`config.mk`:
```
export PLATFORM = sky130hd
export DESIGN_NAME = run_length_decimal_decoder_core_flat
export DESIGN_NICKNAME = d
export VERILOG_FILES = /design/src/design/rldd_pkg.sv /design/src/design/rldd_if.sv /design/src/design/run_length_decimal_decoder_core.sv /design/src/design/rldd_alu.sv /design/src/flat_wrapper.sv
export SDC_FILE = /design/constraint.sdc
export NUM_CORES = 1
export LEC_CHECK = 0
export BUFFER_PORTS_ARGS = -buffer_cell sky130_fd_sc_hd__buf_2
export CORE_AREA = 5 5 81 83
export CTS_BUF_LIST = sky130_fd_sc_hd__clkbuf_4 sky130_fd_sc_hd__clkbuf_8 sky130_fd_sc_hd__clkbuf_16
export DETAILED_ROUTE_END_ITERATION = 7
export DIE_AREA = 0 0 86 88
export GPL_ROUTABILITY_DRIVEN = 0
export PLACE_DENSITY = 0.68
export SYNTH_ARGS = -nofsm -noshare
export SYNTH_HDL_FRONTEND = slang
export SYNTH_SLANG_ARGS = --single-unit
```
`constraint.sdc`:
```
create_clock -name clk -period 7.7 [get_ports clk]
set_clock_uncertainty 0.15 [all_clocks]
set_input_delay 0.385 -clock clk [delete_from_list [all_inputs] [get_ports clk]]
set_output_delay 0.385 -clock clk [all_outputs]
set_load 0.05 [all_outputs]
```
`src/design/rldd_pkg.sv`:
```
`default_nettype none

package rldd_pkg;

  // byte codes of the compressed format
  localparam logic [7:0] CH_SPACE = 8'h20;
  localparam logic [7:0] CH_ZERO  = 8'h30;
  localparam logic [7:0] CH_NINE  = 8'h39;

  // decimal radix of the repeat count
  localparam int unsigned RADIX = 10;

  // default longest legal run
  localparam int unsigned MAX_RUN_DEF = 63;

  // where the parser stands in the symbol/count grammar
  typedef enum logic [1:0] {
    PH_SYM    = 2'd0,
    PH_FIRST  = 2'd1,
    PH_DIGITS = 2'd2
  } phase_t;

  // sequencer states
  typedef enum logic [1:0] {
    ST_IDLE = 2'd0,
    ST_EXEC = 2'd1,
    ST_EMIT = 2'd2,
    ST_FIN  = 2'd3
  } state_t;

  // operations of the shared count unit
  typedef enum logic {
    ALU_ACC = 1'b0,
    ALU_DEC = 1'b1
  } alu_op_t;

endpackage

`default_nettype wire

```
`src/design/rldd_if.sv`:
```
`default_nettype none

interface rldd_in_if;
  logic       valid;
  logic       ready;
  logic [7:0] in_byte;
  logic       stream_end;

  modport source (output valid, output in_byte, output stream_end, input ready);
  modport sink (input valid, input in_byte, input stream_end, output ready);
endinterface

interface rldd_out_if;
  logic       valid;
  logic       ready;
  logic [7:0] out_byte;
  logic       byte_valid;
  logic       stream_done;
  logic       decode_error;
  logic       last;

  modport source (
    output valid, output out_byte, output byte_valid, output stream_done,
    output decode_error, output last, input ready
  );
  modport sink (
    input valid, input out_byte, input byte_valid, input stream_done,
    input decode_error, input last, output ready
  );
endinterface

`default_nettype wire

```
`src/design/run_length_decimal_decoder_core.sv`:
```
`default_nettype none

// run-length decoder for symbol + decimal count streams
// in_chan: one beat per compressed byte; a beat with stream_end set closes the
//   stream and carries no byte
// out_chan: one beat per decoded byte, plus one status beat (stream_done) for
//   the end beat; decode_error on that beat means the stream was malformed and
//   every byte already sent for it must be dropped; last marks the final beat
//   caused by one input beat
// timing: a beat is registered when taken and decided in the next cycle; a byte that
//   only starts or extends a run, a lone space and an end beat with no run to
//   flush are finished there; a byte that closes a run first counts the run
//   down through the shared count unit, one output beat per count, and then
//   finishes the item (new symbol, space or status beat)
// in_chan.ready is high only while the sequencer is idle
// output sits in a single register; while the receiver stalls the sequencer
//   waits on it, and no further input beat is taken until the item is done
// reset (rst, synchronous) returns the parser to "expecting a symbol", clears
//   the sticky error and drops any pending output beat
// after the end beat all parser state is back at its reset values
module run_length_decimal_decoder_core
  import rldd_pkg::*;
#(
  parameter int unsigned MAX_RUN = MAX_RUN_DEF,
  localparam int unsigned CW = $clog2(MAX_RUN + 1)
) (
  input wire logic  clk,
  input wire logic  rst,
  rldd_in_if.sink   in_chan,
  rldd_out_if.source out_chan
);

  // sequencer and parser state
  state_t        state, state_next;
  phase_t        phase, phase_next;
  logic [7:0]    held_symbol, held_next;
  logic [CW-1:0] run_count, count_next;
  logic          error_seen, err_next;

  // input beat under work
  logic [7:0]    cur_byte;
  logic          cur_end;

  // output register
  logic          out_valid;
  logic [7:0]    o_byte;
  logic          o_bvalid, o_done, o_err, o_last;

  // next output beat
  logic          load;
  logic [7:0]    ld_byte;
  logic          ld_bvalid, ld_done, ld_err, ld_last;

  // shared count unit
  alu_op_t       alu_op;
  logic [CW-1:0] alu_cnt, alu_value;
  logic          alu_over;
  logic [3:0]    digit_val;

  logic          is_digit, is_space, tail_out, can_load, finish, err_fin, in_take;

  assign in_chan.ready = (state == ST_IDLE);
  assign in_take       = in_chan.valid && in_chan.ready;

  assign is_digit  = (cur_byte >= CH_ZERO) && (cur_byte <= CH_NINE);
  assign is_space  = (cur_byte == CH_SPACE);
  assign digit_val = 4'(cur_byte - CH_ZERO);
  // the end beat always closes with a status beat, a space always stands for itself
  assign tail_out  = cur_end || is_space;
  // output register free, or emptied this cycle
  assign can_load  = !out_valid || out_chan.ready;
  // symbol still waiting for its first digit at end of stream is an error
  assign err_fin   = error_seen || (cur_end && (phase == PH_FIRST));

  // first digit accumulates onto zero, later digits onto the running count
  assign alu_cnt = (state == ST_EXEC && phase == PH_FIRST) ? '0 : run_count;

  rldd_alu #(
    .MAX_RUN (MAX_RUN)
  ) u_alu (
    .op    (alu_op),
    .count (alu_cnt),
    .digit (digit_val),
    .value (alu_value),
    .over  (alu_over)
  );

  always_comb begin
    state_next = state;
    phase_next = phase;
    held_next  = held_symbol;
    count_next = run_count;
    err_next   = error_seen;
    load       = 1'b0;
    ld_byte    = '0;
    ld_bvalid  = 1'b0;
    ld_done    = 1'b0;
    ld_err     = 1'b0;
    ld_last    = 1'b0;
    alu_op     = ALU_ACC;
    finish     = 1'b0;

    unique case (state)
      ST_IDLE: begin
        if (in_take) begin
          state_next = ST_EXEC;
        end
      end

      ST_EXEC: begin
        if (cur_end) begin
          // flush a pending run before the status beat
          if (!error_seen && phase == PH_DIGITS && run_count != '0) begin
            state_next = ST_EMIT;
          end else begin
            finish = 1'b1;
          end
        end else if (error_seen) begin
          // bytes after an error are dropped until the end beat
          state_next = ST_IDLE;
        end else begin
          unique case (phase)
            PH_SYM: begin
              finish = 1'b1;
            end
            PH_FIRST: begin
              if (is_digit && !alu_over) begin
                count_next = alu_value;
                phase_next = PH_DIGITS;
              end else begin
                err_next = 1'b1;
              end
              state_next = ST_IDLE;
            end
            PH_DIGITS: begin
              if (is_digit) begin
                if (alu_over) begin
                  err_next = 1'b1;
                end else begin
                  count_next = alu_value;
                end
                state_next = ST_IDLE;
              end else if (run_count != '0) begin
                state_next = ST_EMIT;
              end else begin
                finish = 1'b1;
              end
            end
            default: begin
              state_next = ST_IDLE;
            end
          endcase
        end
      end

      ST_EMIT: begin
        // count the run down, one byte per beat
        alu_op = ALU_DEC;
        if (can_load) begin
          load       = 1'b1;
          ld_byte    = held_symbol;
          ld_bvalid  = 1'b1;
          ld_last    = (run_count == CW'(1)) && !tail_out;
          count_next = alu_value;
          if (run_count == CW'(1)) begin
            state_next = ST_FIN;
          end
        end
      end

      ST_FIN: begin
        finish = 1'b1;
      end

      default: begin
        state_next = ST_IDLE;
      end
    endcase

    // end-of-stream status, a space, or a new symbol that opens a run
    if (finish) begin
      if (tail_out) begin
        if (can_load) begin
          load       = 1'b1;
          ld_last    = 1'b1;
          state_next = ST_IDLE;
          phase_next = PH_SYM;
          if (cur_end) begin
            ld_done    = 1'b1;
            ld_err     = err_fin;
            held_next  = '0;
            count_next = '0;
            err_next   = 1'b0;
          end else begin
            ld_byte   = CH_SPACE;
            ld_bvalid = 1'b1;
          end
        end
      end else begin
        held_next  = cur_byte;
        count_next = '0;
        phase_next = PH_FIRST;
        state_next = ST_IDLE;
      end
    end
  end

  always_ff @(posedge clk) begin
    if (rst) begin
      state       <= ST_IDLE;
      phase       <= PH_SYM;
      held_symbol <= '0;
      run_count   <= '0;
      error_seen  <= 1'b0;
    end else begin
      state       <= state_next;
      phase       <= phase_next;
      held_symbol <= held_next;
      run_count   <= count_next;
      error_seen  <= err_next;
    end
  end

  // captured input beat
  always_ff @(posedge clk) begin
    if (in_take) begin
      cur_byte <= in_chan.in_byte;
      cur_end  <= in_chan.stream_end;
    end
  end

  always_ff @(posedge clk) begin
    if (rst) begin
      out_valid <= 1'b0;
    end else if (load) begin
      out_valid <= 1'b1;
    end else if (out_chan.ready) begin
      out_valid <= 1'b0;
    end
  end

  always_ff @(posedge clk) begin
    if (load) begin
      o_byte   <= ld_byte;
      o_bvalid <= ld_bvalid;
      o_done   <= ld_done;
      o_err    <= ld_err;
      o_last   <= ld_last;
    end
  end

  assign out_chan.valid        = out_valid;
  assign out_chan.out_byte     = o_byte;
  assign out_chan.byte_valid   = o_bvalid;
  assign out_chan.stream_done  = o_done;
  assign out_chan.decode_error = o_err;
  assign out_chan.last         = o_last;

  // a run being counted out is never empty
  a_emit_nonzero : assert property (@(posedge clk) disable iff (rst)
    state == ST_EMIT |-> run_count != '0)
    else $error("run countdown entered with zero count");

  // the held count never passes the limit
  a_count_bound : assert property (@(posedge clk) disable iff (rst)
    run_count <= CW'(MAX_RUN))
    else $error("run count above limit");

  // once an error is seen no more data bytes go out
  a_no_data_after_err : assert property (@(posedge clk) disable iff (rst)
    load && ld_bvalid |-> !error_seen)
    else $error("data beat after decode error");

  // a status beat is the closing beat and carries no byte
  a_status_last : assert property (@(posedge clk) disable iff (rst)
    out_valid && o_done |-> o_last && !o_bvalid)
    else $error("malformed status beat");

endmodule

`default_nettype wire

```
`src/design/rldd_alu.sv`:
```
`default_nettype none

module rldd_alu
  import rldd_pkg::*;
#(
  parameter int unsigned MAX_RUN = MAX_RUN_DEF,
  localparam int unsigned CW = $clog2(MAX_RUN + 1)
) (
  input  wire alu_op_t         op,
  input  wire logic [CW-1:0]   count,
  input  wire logic [3:0]      digit,
  output logic      [CW-1:0]   value,
  output logic                 over
);

  localparam int unsigned WW = CW + 4;

  logic [WW-1:0] acc;

  // count * 10 + digit, wide enough for any count and digit
  assign acc = WW'(count) * WW'(RADIX) + WW'(digit);

  always_comb begin
    unique case (op)
      ALU_ACC: begin
        value = acc[CW-1:0];
        over  = (acc > WW'(MAX_RUN));
      end
      ALU_DEC: begin
        value = count - CW'(1);
        over  = 1'b0;
      end
      default: begin
        value = count;
        over  = 1'b0;
      end
    endcase
  end

endmodule

`default_nettype wire

```
`src/flat_wrapper.sv`:
```
// flat-port wrapper written by rule: the top's interface ports become plain ports
module run_length_decimal_decoder_core_flat import rldd_pkg::*;
#(
  parameter int unsigned MAX_RUN = MAX_RUN_DEF,
  localparam int unsigned CW = $clog2(MAX_RUN + 1)
)
  (clk, rst, in_chan_valid, in_chan_in_byte, in_chan_stream_end, in_chan_ready, out_chan_valid, out_chan_out_byte, out_chan_byte_valid, out_chan_stream_done, out_chan_decode_error, out_chan_last, out_chan_ready);
  rldd_in_if in_chan_i ();
  rldd_out_if out_chan_i ();
  input wire logic clk;
  input wire logic rst;
  input wire logic [$bits(in_chan_i.valid)-1:0] in_chan_valid;
  input wire logic [$bits(in_chan_i.in_byte)-1:0] in_chan_in_byte;
  input wire logic [$bits(in_chan_i.stream_end)-1:0] in_chan_stream_end;
  output wire logic [$bits(in_chan_i.ready)-1:0] in_chan_ready;
  output wire logic [$bits(out_chan_i.valid)-1:0] out_chan_valid;
  output wire logic [$bits(out_chan_i.out_byte)-1:0] out_chan_out_byte;
  output wire logic [$bits(out_chan_i.byte_valid)-1:0] out_chan_byte_valid;
  output wire logic [$bits(out_chan_i.stream_done)-1:0] out_chan_stream_done;
  output wire logic [$bits(out_chan_i.decode_error)-1:0] out_chan_decode_error;
  output wire logic [$bits(out_chan_i.last)-1:0] out_chan_last;
  input wire logic [$bits(out_chan_i.ready)-1:0] out_chan_ready;
  assign in_chan_i.valid = in_chan_valid;
  assign in_chan_i.in_byte = in_chan_in_byte;
  assign in_chan_i.stream_end = in_chan_stream_end;
  assign in_chan_ready = in_chan_i.ready;
  assign out_chan_valid = out_chan_i.valid;
  assign out_chan_out_byte = out_chan_i.out_byte;
  assign out_chan_byte_valid = out_chan_i.byte_valid;
  assign out_chan_stream_done = out_chan_i.stream_done;
  assign out_chan_decode_error = out_chan_i.decode_error;
  assign out_chan_last = out_chan_i.last;
  assign out_chan_i.ready = out_chan_ready;
  run_length_decimal_decoder_core #(.MAX_RUN(MAX_RUN)) u_core (.clk(clk), .rst(rst), .in_chan(in_chan_i), .out_chan(out_chan_i));
endmodule
```
Word-level counts from Yosys, hierarchy flattened
Cells that the tools add are included.
{"block": "classes", "add_sub_neg": 3, "n_mul": 1, "div_mod_pow": 0, "order_cmp": 3, "eq_ne": 9, "shift": 0, "n_mux": 81, "bitwise": 1, "n_reduce_logical": 22}
{"operator": "two-way mux 8 bit", "count": 9}
{"operator": "two-way mux 6 bit", "count": 11}
{"operator": "two-way mux 2 bit", "count": 19}
{"operator": "case mux 6 bit (2 select lines)", "count": 3}
{"operator": "two-way mux 1 bit", "count": 33}
{"operator": "adder 10 x 4 -> 10 bit", "count": 1}
{"operator": "greater-than comparator 10 x 6 -> 1 bit (second input constant)", "count": 1}
{"operator": "multiplier 6 x 3 -> 9 bit (second input constant)", "count": 1}
{"operator": "equality test 8 x 6 -> 1 bit (second input constant)", "count": 1}
{"operator": ">= comparator 8 x 6 -> 1 bit (second input constant)", "count": 1}
{"operator": "<= comparator 8 x 6 -> 1 bit (second input constant)", "count": 1}
{"operator": "logical AND 1 bit", "count": 8}
{"operator": "case mux 1 bit (2 select lines)", "count": 4}
{"operator": "equality test 2 bit (second input constant)", "count": 3}
{"operator": "equality test 6 x 1 -> 1 bit (second input constant)", "count": 1}
{"operator": "case mux 2 bit (3 select lines)", "count": 1}
{"operator": "AND reduction 3 bit", "count": 2}
{"operator": "nonzero test 6 bit", "count": 1}
{"operator": "subtractor 6 x 1 -> 6 bit (second input constant)", "count": 1}
{"operator": "equality test 2 x 1 -> 1 bit (second input constant)", "count": 2}
{"operator": "logical NOT 1 bit", "count": 4}
{"operator": "logical NOT 2 bit", "count": 2}
{"operator": "case mux 2 bit (2 select lines)", "count": 1}
{"operator": "AND reduction 4 bit", "count": 1}
{"operator": "6 further kinds", "count": 8}
{"block": "totals", "reg_bits": 41, "latchBits": 0, "ramBits": 0, "mem_bits_ro": 0, "input_bits": 13, "output_inout_bits": 14, "word_cells": 133, "memories": 0}

Depth between registers and ports, before layout
{"block": "logic_depth", "word_depth": 18, "depth_mapped": 15}

Cells and area by module
From an unflattened synthesis, not the netlist that was laid out.
{"block": "hier_totals", "hier_cells": 269, "hier_area_um2": 2717.6}
{"mod": "run_length_decimal_decoder_core", "instances": 1, "cells_per_inst": 208, "area_per_inst_um2": 2209.6, "seq_area_each_um2": 1031.0}
{"mod": "rldd_alu", "instances": 1, "cells_per_inst": 61, "area_per_inst_um2": 508.0, "seq_area_each_um2": 0.0}

Least setup slack after synthesis
No wires, ideal clock.
{"block": "synth_path", "kind": "reg2reg", "startpoint": "register u_core.state[1]", "endpoint": "register u_core.run_count[3]", "setup_ps": 117, "arrival_time_ps": 3460, "t_required_ps": 7433, "setup_slack_ps": 3973, "stages_incl_launch_ff": 16, "synth_period_minus_slack_ps": 3727, "path_cell_list": "dfxtp_1 inv_1 ha_1 nand2_1 clkbuf_1 and3_1 ha_1 inv_1 fa_1 xnor2_1 a2111oi_1 a21oi_1 nor2_2 o311ai_2 nor3b_2 a32o_1"}
{"block": "synth_between", "elab_chain_cells": 18}
{"item": "from (decl)", "line_no": "run_length_decimal_decoder_core.sv:34", "rtl": "state_t state, state_next;"}
{"item": "from (signal assigned)", "line_no": "run_length_decimal_decoder_core.sv:216", "rtl": "state <= state_next;"}
{"item": "equality test 2 x 1 -> 1 bit", "line_no": "run_length_decimal_decoder_core.sv:76, run_length_decimal_decoder_core.sv:103"}
{"item": "logical AND 1 bit", "line_no": "run_length_decimal_decoder_core.sv:76", "rtl": "assign alu_cnt = (state == ST_EXEC && phase == PH_FIRST) ? '0 : run_count;"}
{"item": "two-way mux 6 bit", "line_no": "run_length_decimal_decoder_core.sv:76"}
{"item": "multiplier 6 x 3 -> 9 bit", "line_no": "rldd_alu.sv:21", "rtl": "assign acc = WW'(count) * WW'(RADIX) + WW'(digit);"}
{"item": "adder 10 x 4 -> 10 bit", "line_no": "rldd_alu.sv:21"}
{"item": "greater-than comparator 10 x 6 -> 1 bit", "line_no": "rldd_alu.sv:27", "rtl": "over = (acc > WW'(MAX_RUN));"}
{"item": "case mux 1 bit (2 select lines)", "line_no": "rldd_alu.sv:24", "rtl": "unique case (op)"}
{"item": "logical NOT 1 bit", "line_no": "run_length_decimal_decoder_core.sv:127", "rtl": "if (is_digit && !alu_over) begin"}
{"item": "(+2 left out)"}
{"item": "case mux 6 bit (2 select lines)", "line_no": "run_length_decimal_decoder_core.sv:122", "rtl": "unique case (phase)"}
{"item": "two-way mux 6 bit", "line_no": "run_length_decimal_decoder_core.sv:118", "rtl": "end else if (error_seen) begin"}
{"item": "two-way mux 6 bit", "line_no": "run_length_decimal_decoder_core.sv:111", "rtl": "if (cur_end) begin"}
{"item": "case mux 6 bit (2 select lines)", "line_no": "run_length_decimal_decoder_core.sv:103", "rtl": "unique case (state)"}
{"item": "two-way mux 6 bit", "line_no": "run_length_decimal_decoder_core.sv:188", "rtl": "if (cur_end) begin"}
{"item": "two-way mux 6 bit", "line_no": "run_length_decimal_decoder_core.sv:183", "rtl": "if (can_load) begin"}
{"item": "two-way mux 6 bit", "line_no": "run_length_decimal_decoder_core.sv:182", "rtl": "if (tail_out) begin"}
{"item": "two-way mux 6 bit (*)", "line_no": "run_length_decimal_decoder_core.sv:181", "rtl": "if (finish) begin"}
{"item": "to (signal assigned)", "line_no": "run_length_decimal_decoder_core.sv:219", "rtl": "run_count <= count_next;"}
{"item": "to (decl)", "line_no": "run_length_decimal_decoder_core.sv:37", "rtl": "logic [CW-1:0] run_count, count_next;"}
Every way passes the cells marked *; elsewhere a longest branch is shown, timed or not.
A chain may end at the register's enable or synchronous reset.

Worst setup path in the final report
{"block": "layout_path", "startpoint": "register u_core.state[1]", "endpoint": "register u_core.run_count[1]"}
Same word-level chain as after synthesis.

==> impl_metrics.ini <==
[setup_path]
crit_family = compound AO/OA/AOI/OAI gates
rrSetupSlack_ns = 3.43
r2r_start = u_core.state[1]
worst_ep_arrival_time_ns = 4.32
path_buf_inv = 2
max_stage_delay_ns = 0.58
cp-start-kind = flop
cp_slowest_cell = a2111oi_1
path_cells = inv_1 > ha_1 > nand2_1 > and3_1 > ha_1 > inv_1 > fa_1 > xnor2_1 > a2111oi_1 > a21oi_1 > nor2_2 > o311ai_2 > nor3b_2 > a32o_1
cp.required_ns = 7.75
crit_start = u_core.state[1]
path_class = reg -> reg
crit_fanout = 17
crit_path_end_kind = flop
rr_worst_depth = 14
r2r-end = u_core.run_count[1]

[logic_synthesis]
ys_ff_latch = 41
synth_largest_area_cell = edfxtp_1
syn-cell-area_sq_um = 2780
synthesis.instances = 301
netlist.area_leader.share_pct = 22.7
async_flop_share_pct = 0
yosys-top-cells-count = nor2_1 (30), a21oi_1 (21), edfxtp_1 (21)
yosysWarnings = 0
syn_avg_cell_area_sq_um = 9.24
ys_types = 66
yosysSeqAreaShare_pct = 37.1
synth_edf_count = 21
syn_nets = 330
synth.most_common_cell = nor2_1
synth_area_leaders = edfxtp_1 (23%), dfxtp_1 (14%), ha_1 (6.7%)
synth-main-ff-cell = edfxtp_1

[floorplanning]
start_util_pct = 48.1
pin_count = 27
die_y_um = 88
rows = 28
core-area_sq_um = 5780
die_width_um = 86
die-area_sq_um = 7570

[clocking]
cts.clk_slew.worst_paths_ns = 0.08
clock_sinks = 41
post_cts_resized = 0
cts_max_level = 2
worstSkewPairLatency_ns = 0.30
clockRootBuffer = clkbuf_8
cts-hold-fix-buffers = 0
numCtsBuffers = 5
cts_tree = built
post_cts_buffers = 0
clock_path_buffers = 2

[timing]
fin_setup_tns_ns = 0
maxSlewViolCount = 0
slew_headroom_pct = 28.2
tightest_slew_ns = 1.07
fmax_mhz = 234
hold_slack_ns = 0.104
hold_viol = 0
layout_setup_ws_ns = 3.43
rsz0062_at_grt = false
finalCriticalPeriod_ns = 4.27
setup_viol = 0
fin_crit_sh_pct = 55.5

[route]
drt_pass1_iterations = 4
wl_mm = 6.10
wire_per_inst_um = 15.5
vias = 2252
drtIter0Drc = 208
avgViaCountPerCell = 5.73
drc = 0
antenna_left = 0

[hold_path]
worstHoldStart = in_chan_in_byte[1]
whs_endpoint = u_core.cur_byte[1]
hold_depth = 1
hp-class = in -> reg

[final_layout]
syn2layout_area_growth_pct = 8.23
drive_gt1_share_pct = 16.4
diodes = 0
utilization_pct = 52.1
fin_cells = 393
nets = 346
nFillCells = 545

[place]
dp_hpwl_mm = 4.58
port_buffers = 26
place_inst = 385
post-place-ws_ns = 3.48

[status]
status = complete, no violations

[grt]
antenna_found_initial = 0
globalRouteOverflowTotal = 0
first_global_vias = 2120
grt_pass1_wl_mm = 10.4
grt_start_max_net_pins = 19
grt_usage_pct = 17.2

[power]
power.leakage_nw = 1.15
power.density_nw_per_um2 = 162
ir_drop_mv = 0.149

[job]
drv_cap = 0
per-stage QoR:
| stage | instance area [sq um] | power [mW] |
|---|---|---|
| 6_report | 3010 | 0.488 |
| 5_1_grt | 3010 | 0.515 |
| 4_1_cts | 3010 | 0.492 |
| 3_5_place_dp | 2920 | 0.345 |
| 3_3_place_gp | 2920 | 0.343 |
| 2_1_floorplan | 2780 | 0.326 |
placed cells by master (no fill, tap or decap), types with 8 or more instances in the layout:
| master | Yosys | routed |
|---|---|---|
| nor2b_1 | 15 | 15 |
| inv_1 | 12 | 12 |
| and2_1 | 11 | 11 |
| mux2i_1 | 10 | 10 |
| dfxtp_1 | 20 | 20 |
| edfxtp_1 | 21 | 21 |
| a21oi_1 | 21 | 21 |
| o21ai_0 | 14 | 14 |
| nand3_1 | 8 | 8 |
| nand2_1 | 17 | 17 |
| nor2_1 | 30 | 30 |
| buf_2 | 2 | 26 |
| ha_1 | 15 | 15 |
sequential cells by signal (all words and copies together) (netlist names):
name and count:
u_core.cur_byte 8, u_core.cur_end 1, u_core.error_seen 1, u_core.held_symbol 8, u_core.out_chan.byte_valid 1, u_core.out_chan.decode_error 1
u_core.out_chan.last 1, u_core.out_chan.out_byte 8, u_core.out_chan.stream_done 1, u_core.out_chan.valid 1, u_core.phase 2, u_core.run_count 6
u_core.state 2
power by group:
group	internal [mW]	leakage [nW]	switching, mW
registers	0.240	0.368	0.0105
clock network	0.0660	0.0452	0.0810
logic	0.0331	0.736	0.0574
total	0.339	1.15	0.149
per-layer routing:
| layer | global-route usage [%] | up-vias | wire (um) |
|---|---|---|---|
| met5 | 0 | - | 0 |
| met4 | 6.76 | 0 | 200 |
| met3 | 4.14 | 19 | 360 |
| met2 | 26.0 | 72 | 2670 |
| met1 | 23.7 | 1043 | 2870 |
| li1 | - | 1118 | - |
area by class of cell:
type / instances / area (sq um) / area share [%]
clock buffer: 5 / 68.8 / 2.29
clock inverter: 3 / 25.0 / 0.831
inverter: 12 / 45.0 / 1.50
multi-input combinational: 230 / 1610 / 53.4
sequential: 41 / 1030 / 34.2
tap: 75 / 93.8 / 3.12
timing repair buffer: 27 / 138 / 4.57
cell families after synthesis:
group | synth area share (%)
xor+xnor | 3.15
compound gates | 19.7
fa+ha+maj | 7.87
buf+inv | 5.08
simple gates | 23.5
flops | 37.1
mux | 3.60
worst max path at each step:
stage / cells after the start / end / slack, ns
2_1_floorplan: 15 / u_core.run_count[3] / 3.97
3_3_place_gp: 14 / u_core.run_count[3] / 3.60
3_5_place_dp: 14 / u_core.run_count[1] / 3.48
4_1_cts: 14 / u_core.run_count[1] / 3.46
5_1_grt: 14 / u_core.run_count[1] / 3.10
6_report: 14 / u_core.run_count[1] / 3.43
Power figures use the tool's default switching activity.
